===== src/hw/rtl/pmx_pkg.sv =====
// shared constants and types for the partially mapped crossover engine
// no dependencies

package pmx_pkg;

  localparam int MAX_GENES  = 64;
  localparam int GENE_W     = 6;
  localparam int GENE_SPACE = 1 << GENE_W;
  localparam int CFG_W      = 7;
  localparam int POS_W      = $clog2(MAX_GENES);
  localparam int CNT_W      = $clog2(MAX_GENES + 1);
  localparam int CMP_W0     = (CNT_W > CFG_W) ? CNT_W : CFG_W;
  localparam int CMP_W      = (CMP_W0 > GENE_W) ? CMP_W0 : GENE_W;
  localparam logic [CFG_W-1:0] GENE_COUNT_RST = CFG_W'(64);

  typedef struct packed {
    logic              wr_en;
    logic              clr;
    logic [GENE_W-1:0] wr_addr;
    logic [GENE_W-1:0] wr_data;
  } pmx_map_ctl_t;

endpackage


===== src/hw/rtl/pmx_map_table.sv =====
// one mapping table: target memory with a registered read and per-entry valid bits
// depends on pmx_pkg

module pmx_map_table (
  input  logic                       clk,
  input  logic                       rst_n,
  input  pmx_pkg::pmx_map_ctl_t      ctl,
  input  logic [pmx_pkg::GENE_W-1:0] rd_addr,
  output logic [pmx_pkg::GENE_W-1:0] rd_data,
  output logic                       rd_hit
);

  logic [pmx_pkg::GENE_W-1:0]     mem [pmx_pkg::GENE_SPACE];
  logic [pmx_pkg::GENE_W-1:0]     rd_data_r;
  logic [pmx_pkg::GENE_SPACE-1:0] vld_r;

  always_ff @(posedge clk) begin
    if (ctl.wr_en) begin
      mem[ctl.wr_addr] <= ctl.wr_data;
    end
    rd_data_r <= mem[rd_addr];
  end

  always_ff @(posedge clk) begin
    if (!rst_n || ctl.clr) begin
      vld_r <= '0;
    end else if (ctl.wr_en) begin
      vld_r[ctl.wr_addr] <= 1'b1;
    end
  end

  assign rd_data = rd_data_r;
  assign rd_hit  = vld_r[rd_addr];

endmodule


===== src/hw/rtl/pmx_crossover_engine_top.sv =====
// top level of the partially mapped crossover engine, built on pmx_pkg and pmx_map_table
// load: a transfer is taken whenever start is high while idle; error result in the cycle after the final load transfer
// map fill: per segment position, a parent memory read state, then a table write state
// emit: read then select per segment position; elsewhere read, select and chase, plus chase and update per chain step
// results leave one at a time, never back to back; busy until the last one; receiver cannot stall
// reset (synchronous, rst_n low) sets gene_count to 64, clears the load pointer and valid bits

module pmx_crossover_engine_top (
  input  logic                        clk,
  input  logic                        rst_n,
  input  logic                        start,
  output logic                        busy,
  input  logic [pmx_pkg::GENE_W-1:0]  in_gene_a,
  input  logic [pmx_pkg::GENE_W-1:0]  in_gene_b,
  input  logic [pmx_pkg::GENE_W-1:0]  in_cut_start,
  input  logic [pmx_pkg::GENE_W-1:0]  in_cut_end,
  input  logic                        cfg_we,
  input  logic [pmx_pkg::CFG_W-1:0]   cfg_wdata,
  output logic                        out_valid,
  output logic [pmx_pkg::GENE_W-1:0]  out_position,
  output logic [pmx_pkg::GENE_W-1:0]  out_child_a_gene,
  output logic [pmx_pkg::GENE_W-1:0]  out_child_b_gene,
  output logic                        out_last,
  output logic                        out_bad_cut
);

  typedef enum logic [2:0] {
    S_IDLE,
    S_MAP_RD,
    S_MAP_WR,
    S_EMIT_RD,
    S_EMIT_SEL,
    S_CHASE,
    S_CHASE_UPD
  } state_t;

  state_t state_r;

  logic [pmx_pkg::CFG_W-1:0]  gene_count_r;
  logic [pmx_pkg::POS_W-1:0]  load_pos_r;
  logic [pmx_pkg::POS_W-1:0]  idx_r;
  logic [pmx_pkg::POS_W-1:0]  seg_start_r;
  logic [pmx_pkg::POS_W-1:0]  seg_end_r;
  logic [pmx_pkg::GENE_W-1:0] va_r;
  logic [pmx_pkg::GENE_W-1:0] vb_r;
  logic [pmx_pkg::CNT_W-1:0]  steps_a_r;
  logic [pmx_pkg::CNT_W-1:0]  steps_b_r;
  logic                       go_a_r;
  logic                       go_b_r;
  logic                       map_clr_r;

  logic                       out_valid_r;
  logic [pmx_pkg::GENE_W-1:0] out_position_r;
  logic [pmx_pkg::GENE_W-1:0] out_child_a_r;
  logic [pmx_pkg::GENE_W-1:0] out_child_b_r;
  logic                       out_last_r;
  logic                       out_bad_cut_r;

  logic [pmx_pkg::GENE_W-1:0] par_a_mem [pmx_pkg::MAX_GENES];
  logic [pmx_pkg::GENE_W-1:0] par_b_mem [pmx_pkg::MAX_GENES];
  logic [pmx_pkg::GENE_W-1:0] par_a_q_r;
  logic [pmx_pkg::GENE_W-1:0] par_b_q_r;

  logic [pmx_pkg::CMP_W-1:0]  gc_cmp;
  logic [pmx_pkg::CMP_W-1:0]  n_cmp;
  logic [pmx_pkg::CNT_W-1:0]  n_cnt;
  logic                       accept;
  logic [pmx_pkg::POS_W-1:0]  pos_eff;
  logic                       load_done;
  logic                       cut_bad;
  logic                       in_seg;
  logic                       idx_last;
  logic                       cont_a;
  logic                       cont_b;

  pmx_pkg::pmx_map_ctl_t      ctl_a;
  pmx_pkg::pmx_map_ctl_t      ctl_b;
  logic [pmx_pkg::GENE_W-1:0] map_a_q;
  logic [pmx_pkg::GENE_W-1:0] map_b_q;
  logic                       map_a_hit;
  logic                       map_b_hit;

  // effective gene count, clamped to the supported range
  always_comb begin
    gc_cmp = pmx_pkg::CMP_W'(gene_count_r);
    priority if (gc_cmp < pmx_pkg::CMP_W'(2)) begin
      n_cmp = pmx_pkg::CMP_W'(2);
    end else if (gc_cmp > pmx_pkg::CMP_W'(pmx_pkg::MAX_GENES)) begin
      n_cmp = pmx_pkg::CMP_W'(pmx_pkg::MAX_GENES);
    end else begin
      n_cmp = gc_cmp;
    end
  end

  assign n_cnt     = pmx_pkg::CNT_W'(n_cmp);
  assign busy      = (state_r != S_IDLE);
  assign accept    = start && !busy;
  assign pos_eff   = (pmx_pkg::CMP_W'(load_pos_r) >= n_cmp) ? '0 : load_pos_r;
  assign load_done = (pmx_pkg::CMP_W'(pos_eff) + pmx_pkg::CMP_W'(1)) >= n_cmp;
  assign cut_bad   = (in_cut_start > in_cut_end)
                     || (pmx_pkg::CMP_W'(in_cut_end) >= n_cmp);
  assign in_seg    = (idx_r >= seg_start_r) && (idx_r <= seg_end_r);
  assign idx_last  = (pmx_pkg::CMP_W'(idx_r) + pmx_pkg::CMP_W'(1)) == n_cmp;
  assign cont_a    = map_a_hit && (steps_a_r < n_cnt);
  assign cont_b    = map_b_hit && (steps_b_r < n_cnt);

  // parent stores
  always_ff @(posedge clk) begin
    if (accept) begin
      par_a_mem[pos_eff] <= in_gene_a;
      par_b_mem[pos_eff] <= in_gene_b;
    end
    par_a_q_r <= par_a_mem[idx_r];
    par_b_q_r <= par_b_mem[idx_r];
  end

  // map a: b gene -> a gene, map b: a gene -> b gene
  always_comb begin
    ctl_a.wr_en   = (state_r == S_MAP_WR);
    ctl_a.clr     = map_clr_r;
    ctl_a.wr_addr = par_b_q_r;
    ctl_a.wr_data = par_a_q_r;
    ctl_b.wr_en   = (state_r == S_MAP_WR);
    ctl_b.clr     = map_clr_r;
    ctl_b.wr_addr = par_a_q_r;
    ctl_b.wr_data = par_b_q_r;
  end

  pmx_map_table u_map_a (
    .clk     (clk),
    .rst_n   (rst_n),
    .ctl     (ctl_a),
    .rd_addr (va_r),
    .rd_data (map_a_q),
    .rd_hit  (map_a_hit)
  );

  pmx_map_table u_map_b (
    .clk     (clk),
    .rst_n   (rst_n),
    .ctl     (ctl_b),
    .rd_addr (vb_r),
    .rd_data (map_b_q),
    .rd_hit  (map_b_hit)
  );

  always_ff @(posedge clk) begin
    if (!rst_n) begin
      state_r      <= S_IDLE;
      gene_count_r <= pmx_pkg::GENE_COUNT_RST;
      load_pos_r   <= '0;
      map_clr_r    <= 1'b0;
      out_valid_r  <= 1'b0;
    end else begin
      out_valid_r <= 1'b0;
      map_clr_r   <= 1'b0;
      if (cfg_we) begin
        gene_count_r <= cfg_wdata;
      end
      unique case (state_r)
        S_IDLE: begin
          if (accept) begin
            if (!load_done) begin
              load_pos_r <= pos_eff + pmx_pkg::POS_W'(1);
            end else begin
              load_pos_r <= '0;
              if (cut_bad) begin
                out_valid_r    <= 1'b1;
                out_position_r <= '0;
                out_child_a_r  <= '0;
                out_child_b_r  <= '0;
                out_last_r     <= 1'b1;
                out_bad_cut_r  <= 1'b1;
              end else begin
                seg_start_r <= pmx_pkg::POS_W'(in_cut_start);
                seg_end_r   <= pmx_pkg::POS_W'(in_cut_end);
                idx_r       <= pmx_pkg::POS_W'(in_cut_start);
                state_r     <= S_MAP_RD;
              end
            end
          end
        end
        S_MAP_RD: begin
          state_r <= S_MAP_WR;
        end
        S_MAP_WR: begin
          if (idx_r == seg_end_r) begin
            idx_r   <= '0;
            state_r <= S_EMIT_RD;
          end else begin
            idx_r   <= idx_r + pmx_pkg::POS_W'(1);
            state_r <= S_MAP_RD;
          end
        end
        S_EMIT_RD: begin
          state_r <= S_EMIT_SEL;
        end
        S_EMIT_SEL: begin
          if (in_seg) begin
            out_valid_r    <= 1'b1;
            out_position_r <= pmx_pkg::GENE_W'(idx_r);
            out_child_a_r  <= par_b_q_r;
            out_child_b_r  <= par_a_q_r;
            out_last_r     <= idx_last;
            out_bad_cut_r  <= 1'b0;
            if (idx_last) begin
              map_clr_r <= 1'b1;
              state_r   <= S_IDLE;
            end else begin
              idx_r   <= idx_r + pmx_pkg::POS_W'(1);
              state_r <= S_EMIT_RD;
            end
          end else begin
            va_r      <= par_a_q_r;
            vb_r      <= par_b_q_r;
            steps_a_r <= '0;
            steps_b_r <= '0;
            state_r   <= S_CHASE;
          end
        end
        S_CHASE: begin
          if (!cont_a && !cont_b) begin
            out_valid_r    <= 1'b1;
            out_position_r <= pmx_pkg::GENE_W'(idx_r);
            out_child_a_r  <= va_r;
            out_child_b_r  <= vb_r;
            out_last_r     <= idx_last;
            out_bad_cut_r  <= 1'b0;
            if (idx_last) begin
              map_clr_r <= 1'b1;
              state_r   <= S_IDLE;
            end else begin
              idx_r   <= idx_r + pmx_pkg::POS_W'(1);
              state_r <= S_EMIT_RD;
            end
          end else begin
            go_a_r  <= cont_a;
            go_b_r  <= cont_b;
            state_r <= S_CHASE_UPD;
          end
        end
        S_CHASE_UPD: begin
          if (go_a_r) begin
            va_r      <= map_a_q;
            steps_a_r <= steps_a_r + pmx_pkg::CNT_W'(1);
          end
          if (go_b_r) begin
            vb_r      <= map_b_q;
            steps_b_r <= steps_b_r + pmx_pkg::CNT_W'(1);
          end
          state_r <= S_CHASE;
        end
        default: begin
          state_r <= S_IDLE;
        end
      endcase
    end
  end

  assign out_valid        = out_valid_r;
  assign out_position     = out_position_r;
  assign out_child_a_gene = out_child_a_r;
  assign out_child_b_gene = out_child_b_r;
  assign out_last         = out_last_r;
  assign out_bad_cut      = out_bad_cut_r;

endmodule


===== config.mk =====
export PLATFORM = sky130hd
export DESIGN_NAME = pmx_crossover_engine_top
export DESIGN_NICKNAME = d
export VERILOG_FILES = /design/src/hw/rtl/pmx_pkg.sv /design/src/hw/rtl/pmx_map_table.sv /design/src/hw/rtl/pmx_crossover_engine_top.sv
export SDC_FILE = /design/constraint.sdc
export NUM_CORES = 2
export LEC_CHECK = 0
export BUFFER_PORTS_ARGS = -buffer_cell sky130_fd_sc_hd__buf_2
export CAP_MARGIN = 20
export CORE_UTILIZATION = 35
export DETAILED_ROUTE_END_ITERATION = 6
export PLACE_DENSITY = 0.56
export SETUP_SLACK_MARGIN = 0.05
export SYNTH_ARGS = -nofsm -noshare
export SYNTH_HDL_FRONTEND = slang
export SYNTH_SLANG_ARGS = --single-unit

===== constraint.sdc =====
create_clock -name clk -period 11.1 [get_ports clk]
set_clock_uncertainty 0.15 [all_clocks]
set_input_delay 3.33 -clock clk [delete_from_list [all_inputs] [get_ports clk]]
set_output_delay 3.33 -clock clk [all_outputs]
set_load 0.01 [all_outputs]

# Yosys cells after proc, flatten, opt, wreduce, memory -nomap -nowiden

Memory sizes are Yosys's and may differ from the RTL's. A register that Yosys moved wholly into a read port is not among the register bits.
Cells that the tools add are included.

Input port bits: 35
Bits in writable memories: 1536
Word-level logic and storage cells: 168
Output and inout bits: 22
Bits in registers: 212
Memories kept: 4

Memories:

| name        | depth | width | rd ports | clocked after Yosys merged registers in | write ports | line                           | text |
|---|---|---|---|---|---|---|---|
| par_a_mem   | 64    | 6     | 1        | 1                                       | 1           | pmx_crossover_engine_top.sv:59 | `logic [pmx_pkg::GENE_W-1:0] par_a_mem [pmx_pkg::MAX_GENES];` |
| par_b_mem   | 64    | 6     | 1        | 1                                       | 1           | pmx_crossover_engine_top.sv:60 | `logic [pmx_pkg::GENE_W-1:0] par_b_mem [pmx_pkg::MAX_GENES];` |
| u_map_a.mem | 64    | 6     | 1        | 1                                       | 1           | pmx_map_table.sv:13            | `logic [pmx_pkg::GENE_W-1:0] mem [pmx_pkg::GENE_SPACE];` |
| u_map_b.mem | 64    | 6     | 1        | 1                                       | 1           | pmx_map_table.sv:13            |  |

$add $sub $neg: 6
Reductions and logical operators: 26
Equality and inequality tests: 17
Bitwise logic cells: 4
Muxes and demuxes: 74
$lt $le $gt $ge: 16

Operators with widths:

| operator                                                                             | number |
|---|---|
| 6-bit 2-to-1 mux                                                                     | 22 |
| 64-bit OR                                                                            | 2 |
| 6-bit one-hot mux with 3 select lines                                                | 3 |
| 7-bit 2-to-1 mux                                                                     | 5 |
| 6-bit by 7-bit < comparator with 1-bit output (second input constant)                | 4 |
| 7-bit one-hot mux with 2 select lines                                                | 2 |
| 6-bit one-hot mux with 2 select lines                                                | 2 |
| 6-bit one-hot mux with 4 select lines                                                | 1 |
| 1-bit 2-to-1 mux                                                                     | 23 |
| 3-bit one-hot mux with 7 select lines                                                | 1 |
| 2-bit inequality test (second input constant)                                        | 9 |
| 3-bit 2-to-1 mux                                                                     | 5 |
| 6-bit by 1-bit adder with 7-bit output (second input constant)                       | 2 |
| 7-bit by 1-bit adder with 7-bit output (second input constant)                       | 2 |
| 6-bit by 7-bit greater-or-equal comparator with 1-bit output                         | 2 |
| 7-bit < comparator                                                                   | 2 |
| 7-bit AND reduction                                                                  | 2 |
| 6-bit by 1-bit adder with 6-bit output (second input constant)                       | 2 |
| 1-bit binary-select mux with 6-bit select                                            | 2 |
| 1-bit demux with 6-bit select                                                        | 2 |
| 6-bit by 1-bit greater-or-equal comparator with 1-bit output (second input constant) | 2 |
| 3-bit == test (second input constant)                                                | 3 |
| 1-bit one-hot mux with 3 select lines                                                | 3 |
| 4-bit AND reduction                                                                  | 2 |
| 23 further kinds                                                                     | 38 |

# Longest topological paths before layout

Word-level depth: 10
Depth in mapped cells: 23
Mapped depth without buffers: 20

# By module

Synthesis repeated with hierarchy kept, for this count alone.

Cells, all modules: 3578
Area, all modules: 70278.7 um^2

By module, submodules not included:

| module                   | cells an instance | instances | sequential area each (um^2) | area an instance (um^2) |
|---|---|---|---|---|
| pmx_map_table            | 940               | 2         | 12932.4                     | 17759.5 |
| pmx_crossover_engine_top | 1698              | 1         | 25644.6                     | 34759.6 |

# Worst setup path after synthesis

No wires, ideal clock.

Path kind: input port to flip-flop
Start: input port in_cut_end[0] in the netlist's numbering
End: register out_bad_cut_r (netlist: out_bad_cut) (enable)
Slack: 4.350 ns
Path buffers: 0
Cell stages on the path: 9
Data arrival time: 6.152 ns
Library setup time: 0.448 ns
Data required time: 10.502 ns
Cell sequence: inv_1 -> ha_1 -> nor2b_1 -> o221ai_1 -> a31o_1 -> a211oi_1 -> nor2_1 -> a21oi_1 -> nor4_1

Cells in the longest elaborated chain, start to end: 4
Elaborated cells between the ends (all ways): 5
Those cells by class: order compare (2); eq/ne (1); reduce/logical (2)

RTL lines:

| element                                                                                                       | line                                                             | text |
|---|---|---|
| start: declaration                                                                                            | pmx_crossover_engine_top.sv:16                                   | `input logic [pmx_pkg::GENE_W-1:0] in_cut_end,` |
| 6-bit by 7-bit greater-or-equal comparator with 1-bit output or 6-bit greater-than comparator (tied branches) | pmx_crossover_engine_top.sv:101, pmx_crossover_engine_top.sv:100 |  |
| 1-bit logical OR *                                                                                            | pmx_crossover_engine_top.sv:101                                  | `\|\| (pmx_pkg::CMP_W'(in_cut_end) >= n_cmp);` |
| 2-bit inequality test (no line) *                                                                             | -                                                                |  |
| 7-bit AND reduction (no line) *                                                                               | -                                                                |  |
| end signal: assignment                                                                                        | pmx_crossover_engine_top.sv:173                                  | `out_bad_cut_r <= 1'b1;` |
| end signal: assignment                                                                                        | pmx_crossover_engine_top.sv:205                                  | `out_bad_cut_r <= 1'b0;` |
| end signal: assignment                                                                                        | pmx_crossover_engine_top.sv:228                                  | `out_bad_cut_r <= 1'b0;` |
| end: declaration                                                                                              | pmx_crossover_engine_top.sv:57                                   | `logic out_bad_cut_r;` |

Mark *: on every way between the ends. The rest lies on a longest branch, timed or not.
A chain may end at the register's enable or synchronous reset.

# Final worst setup path

Start: register gene_count_r (netlist bit gc_cmp[2])
End: register out_child_a_r (netlist bit out_child_a_gene[1]) (enable)

Cells in the longest elaborated chain, start to end: 9
Elaborated cells between the ends (all ways): 21
Those cells by class: add/sub (1); order compare (7); eq/ne (3); mux (3); reduce/logical (7)

RTL lines:

| element                                                                              | line                                                            | text |
|---|---|---|
| start: declaration                                                                   | pmx_crossover_engine_top.sv:39                                  | `logic [pmx_pkg::CFG_W-1:0] gene_count_r;` |
| start signal: assignment                                                             | pmx_crossover_engine_top.sv:150                                 | `gene_count_r <= pmx_pkg::GENE_COUNT_RST;` |
| start signal: assignment                                                             | pmx_crossover_engine_top.sv:158                                 | `gene_count_r <= cfg_wdata;` |
| 7-bit greater-than comparator                                                        | pmx_crossover_engine_top.sv:88                                  | `end else if (gc_cmp > pmx_pkg::CMP_W'(pmx_pkg::MAX_GENES)) begin` |
| 7-bit 2-to-1 mux                                                                     | pmx_crossover_engine_top.sv:88                                  |  |
| 7-bit 2-to-1 mux *                                                                   | pmx_crossover_engine_top.sv:86                                  | `priority if (gc_cmp < pmx_pkg::CMP_W'(2)) begin` |
| 6-bit by 7-bit greater-or-equal comparator with 1-bit output (tied with other cells) | pmx_crossover_engine_top.sv:98                                  | `assign pos_eff = (pmx_pkg::CMP_W'(load_pos_r) >= n_cmp) ? '0 : load_pos_r;` |
| 6-bit 2-to-1 mux (tied with other cells)                                             | pmx_crossover_engine_top.sv:98                                  |  |
| 6-bit by 1-bit adder with 7-bit output or 1-bit logical NOT (tied branches)          | pmx_crossover_engine_top.sv:99, pmx_crossover_engine_top.sv:222 |  |
| 7-bit greater-or-equal comparator or 1-bit logical AND (tied branches)               | pmx_crossover_engine_top.sv:99, pmx_crossover_engine_top.sv:222 |  |
| 2-bit inequality test (no line)                                                      | -                                                               |  |
| 7-bit AND reduction (no line) *                                                      | -                                                               |  |
| end signal: assignment                                                               | pmx_crossover_engine_top.sv:202                                 | `out_child_a_r <= par_b_q_r;` |
| end signal: assignment                                                               | pmx_crossover_engine_top.sv:225                                 | `out_child_a_r <= va_r;` |
| end: declaration                                                                     | pmx_crossover_engine_top.sv:54                                  | `logic [pmx_pkg::GENE_W-1:0] out_child_a_r;` |

Marked as above.

==> results.toml <==
[clocking]
post-cts-setup-buffer-count = 0
cts_tree = "yes"
hold_buffers = 0
cts_root_buffer = "clkbuf_16"
clock-sinks = 1772
clkTransAtPathRegs_ns = 0.06
htree_levels = 4
ctsResizeCount = 0
clk_path_buf_depth = 3
cts_buffers = 178
insertion_delay_ns = 0.81

[floorplan]
boundaryPins = 57
core_sq_mm = 0.1958
rows = 162
fp.dieW_um = 447.1
dieHeight_um = 447.1
start_util_pct = 35.41
die_area_sq_mm = 0.1999

[critical_path]
cp_max_fo = 19
critPathMaxStageDelay_ns = 0.67
setup.worst_path.end = "out_child_a_gene[1]$_DFFE_PP_"
arrival_ns = 6.77
end_kind = "flip-flop"
startpoint = "gc_cmp[2]$_SDFFE_PN0P_"
slowest_stage = "nor4_2"
worst_r2r_path_depth = 17
critPathLaunchType = "flip-flop"
reg2reg_slack_ns = 4.67
crit_chain = "nor4_4 > nand2b_1 > and3_1 > ha_1 > nand2b_1 > maj3_2 > a221o_1 > nor2b_2 > nand3_1 > nor3_1 > ha_1 > and4_1 > nand2_1 > o211ai_1 > a21oi_1 > nor4_2 > buf_4"
rr_startpoint = "gc_cmp[2]$_SDFFE_PN0P_"
cp_data_required_time_ns = 11.44
critPathKind = "flip-flop to flip-flop"
r2r_end = "out_child_a_gene[1]$_DFFE_PP_"

[timing]
fin_crit_sh_pct = 57.93
worst_slack_ns = 4.670
max_freq_ghz = 0.1555
setup-tns-final_ns = 0
finalHoldViolCount = 0
rsz0062_at_grt = "false"
slew_headroom_pct = 25.04
tightest_slew_ns = 1.120
final-setup-viol-count = 0
slew_viol_final = 0
period_minus_slack_ns = 6.430

[place]
routabilityCongestion = 0.7916
dpl_worst_slack_ns = 4.636
placed_cell_area_sq_mm = 0.07299
place_hpwl_mm = 101.7
place.port_buffers = 56

[yosys]
yosysSeqAreaShare_pct = 74.29
avgSynthCellArea_sq_um = 20.82
synthXorXnorAreaFrac_pct = 0.2905
synth.area.top_cells = "edfxtp_1 69%, mux4_2 17%, dfxtp_1 4.9%"
synth_ff_type = "edfxtp_1"
synth_top_area_share_pct = 69.38
synth.distinct_cells = 69
ys_warn_count = 0
ys_ff_latch = 1772
syn_nets = 3413
synth_edf_count = 1602
yosys.area_share.simple_pct = 3.084
synth_compound_area_share_pct = 2.310
yosysTopAreaCell = "edfxtp_1"
syn_inst = 3330
yosysMostFrequentCell = "edfxtp_1"
synthMuxAreaShare_pct = 17.85
synthArstFlopShare_pct = 0
synth_adder_area_share_pct = 0.8825
synth_top_family_by_area = "multiplexers"
syn_area_sq_mm = 0.06933
ys_top_cells_by_count = "1602 x edfxtp_1, 529 x mux4_2, 264 x nor2_1"

[job]
cap_violations = 0

[layout]
final_util_pct = 40.32
fill_cells = 17350
fin_nets = 3588
area_delta_synth_final_pct = 13.86
postLayoutCellArea_sq_mm = 0.07894
drive_above_1_share_pct = 26.71

[detailed_routing]
vias_per_cell = 5.267
wl_mm = 167.4
vias = 33150
ant_nets = 0
routedWlPerCell_um = 26.59
drt_pass1_iterations = 5
drtIter0Drc = 3065
drc_errors = 0

[pwr]
ir_worst_vdd_mv = 0.1361
leakagePower_uw = 0.02471
powerDensity_mw_per_mm2 = 171.0

[worst_hold_path]
hold_depth = 1
hold_class = "flip-flop to flip-flop"

[global_routing]
grt_use_total_pct = 16.85
grt_max_degree = 113
grt_overflow = 0
grt_antenna_before_repair = 19
grt_pass1_vias = 33560
grt_pass1_wl_mm = 242.6

[run_status]
status = "finished clean"
## cell type report
class | count | area [sq um] | area share, %
multi-input combinational | 1349 | 16960 | 21.49
clock inverter | 86 | 789.5 | 1.000
tap | 2624 | 3283 | 4.159
antenna | 12 | 30.03 | 0.03804
inverter | 31 | 116.4 | 0.1474
sequential | 1772 | 51520 | 65.27
clock buffer | 247 | 4927 | 6.241
timing repair buffer | 173 | 1313 | 1.663
## where the power goes
group | internal, uW | leakage [uW] | total [uW] | switching, uW
clock | 3330 | 0.00278 | 5880 | 2550
combinational | 81.5 | 0.00618 | 316 | 235
sequential | 7290 | 0.0157 | 7300 | 10.1
## cell families after synthesis
group,Yosys count
AO/OA/AOI/OAI,220
AND/OR/NAND/NOR,482
XOR/XNOR,23
buffers and inverters,209
flip-flops,1772
adder cells (fa/ha/maj),49
multiplexers,575
## routing by layer
layer  wire [um]  up-vias  global-route usage, %  part of all wire, %
met5          13        -                      0               0.0078
met4        4223        2                  4.756                  2.5
met3       10420      253                  3.295                  6.2
met2       82810     1087                  27.77                   49
met1       69920    17690                  22.65                   42
li1            -    14120                      -                    -
## through the flow
| step | std cells | total power, uW | hold slack, ns |
|---|---|---|---|
| CTS | 6261 | 13630 | 0.3109 |
| detailed placement | 5928 | 7765 | 0.2976 |
| global placement | 5903 | 7758 | 0.2910 |
| finish | 6294 | 13500 | 0.3118 |
| floorplan | 3330 | 7592 | 0.2854 |
| global route | 6287 | 13910 | 0.3249 |
## layout by cell type (no fill, tap or decap), types with 14 or more instances in the layout
cell type	count
clkbuf_8	15
buf_2	56
buf_4	85
inv_1	28
clkinv_1	38
dfxtp_1	158
o21ai_0	14
nand2_1	89
buf_6	29
o21a_1	133
nand3_1	30
mux2i_1	46
clkinv_2	24
edfxtp_1	1602
xor2_1	15
ha_1	48
mux4_2	529
clkbuf_16	181
nor2b_1	14
a21oi_1	17
clkbuf_1	51
nor2_1	263
## worst max-delay path, delay by kind of cell (launching register included)
kind / cells / cell delay (ns)
simple gates: 10 / 3.15
fa+ha+maj: 3 / 0.78
compound gates: 3 / 1.21
flops: 1 / 0.34
buf+inv: 1 / 0.43
## registers in the layout, indices dropped and copies added (netlist names), 7 cells and up
name / flops
gc_cmp: 7
par_a_mem: 384
par_b_mem: 384
steps_a_r: 7
steps_b_r: 7
u_map_a.mem: 384
u_map_a.vld_r: 64
u_map_b.mem: 384
u_map_b.vld_r: 64
## worst min path at each step
stage | startpoint | end | slack (ns)
after floorplan | u_map_a.vld_r[14]$_SDFFE_PP0P_ | u_map_a.vld_r[14]$_SDFFE_PP0P_ | 0.29
after global placement | u_map_a.vld_r[35]$_SDFFE_PP0P_ | u_map_a.vld_r[35]$_SDFFE_PP0P_ | 0.29
after detailed placement | u_map_b.vld_r[52]$_SDFFE_PP0P_ | u_map_b.vld_r[52]$_SDFFE_PP0P_ | 0.30
after CTS | u_map_b.vld_r[52]$_SDFFE_PP0P_ | u_map_b.vld_r[52]$_SDFFE_PP0P_ | 0.31
after global routing | u_map_a.vld_r[14]$_SDFFE_PP0P_ | u_map_a.vld_r[14]$_SDFFE_PP0P_ | 0.32
final | u_map_a.vld_r[47]$_SDFFE_PP0P_ | u_map_a.vld_r[47]$_SDFFE_PP0P_ | 0.31
(Power assumes the default switching activity.)
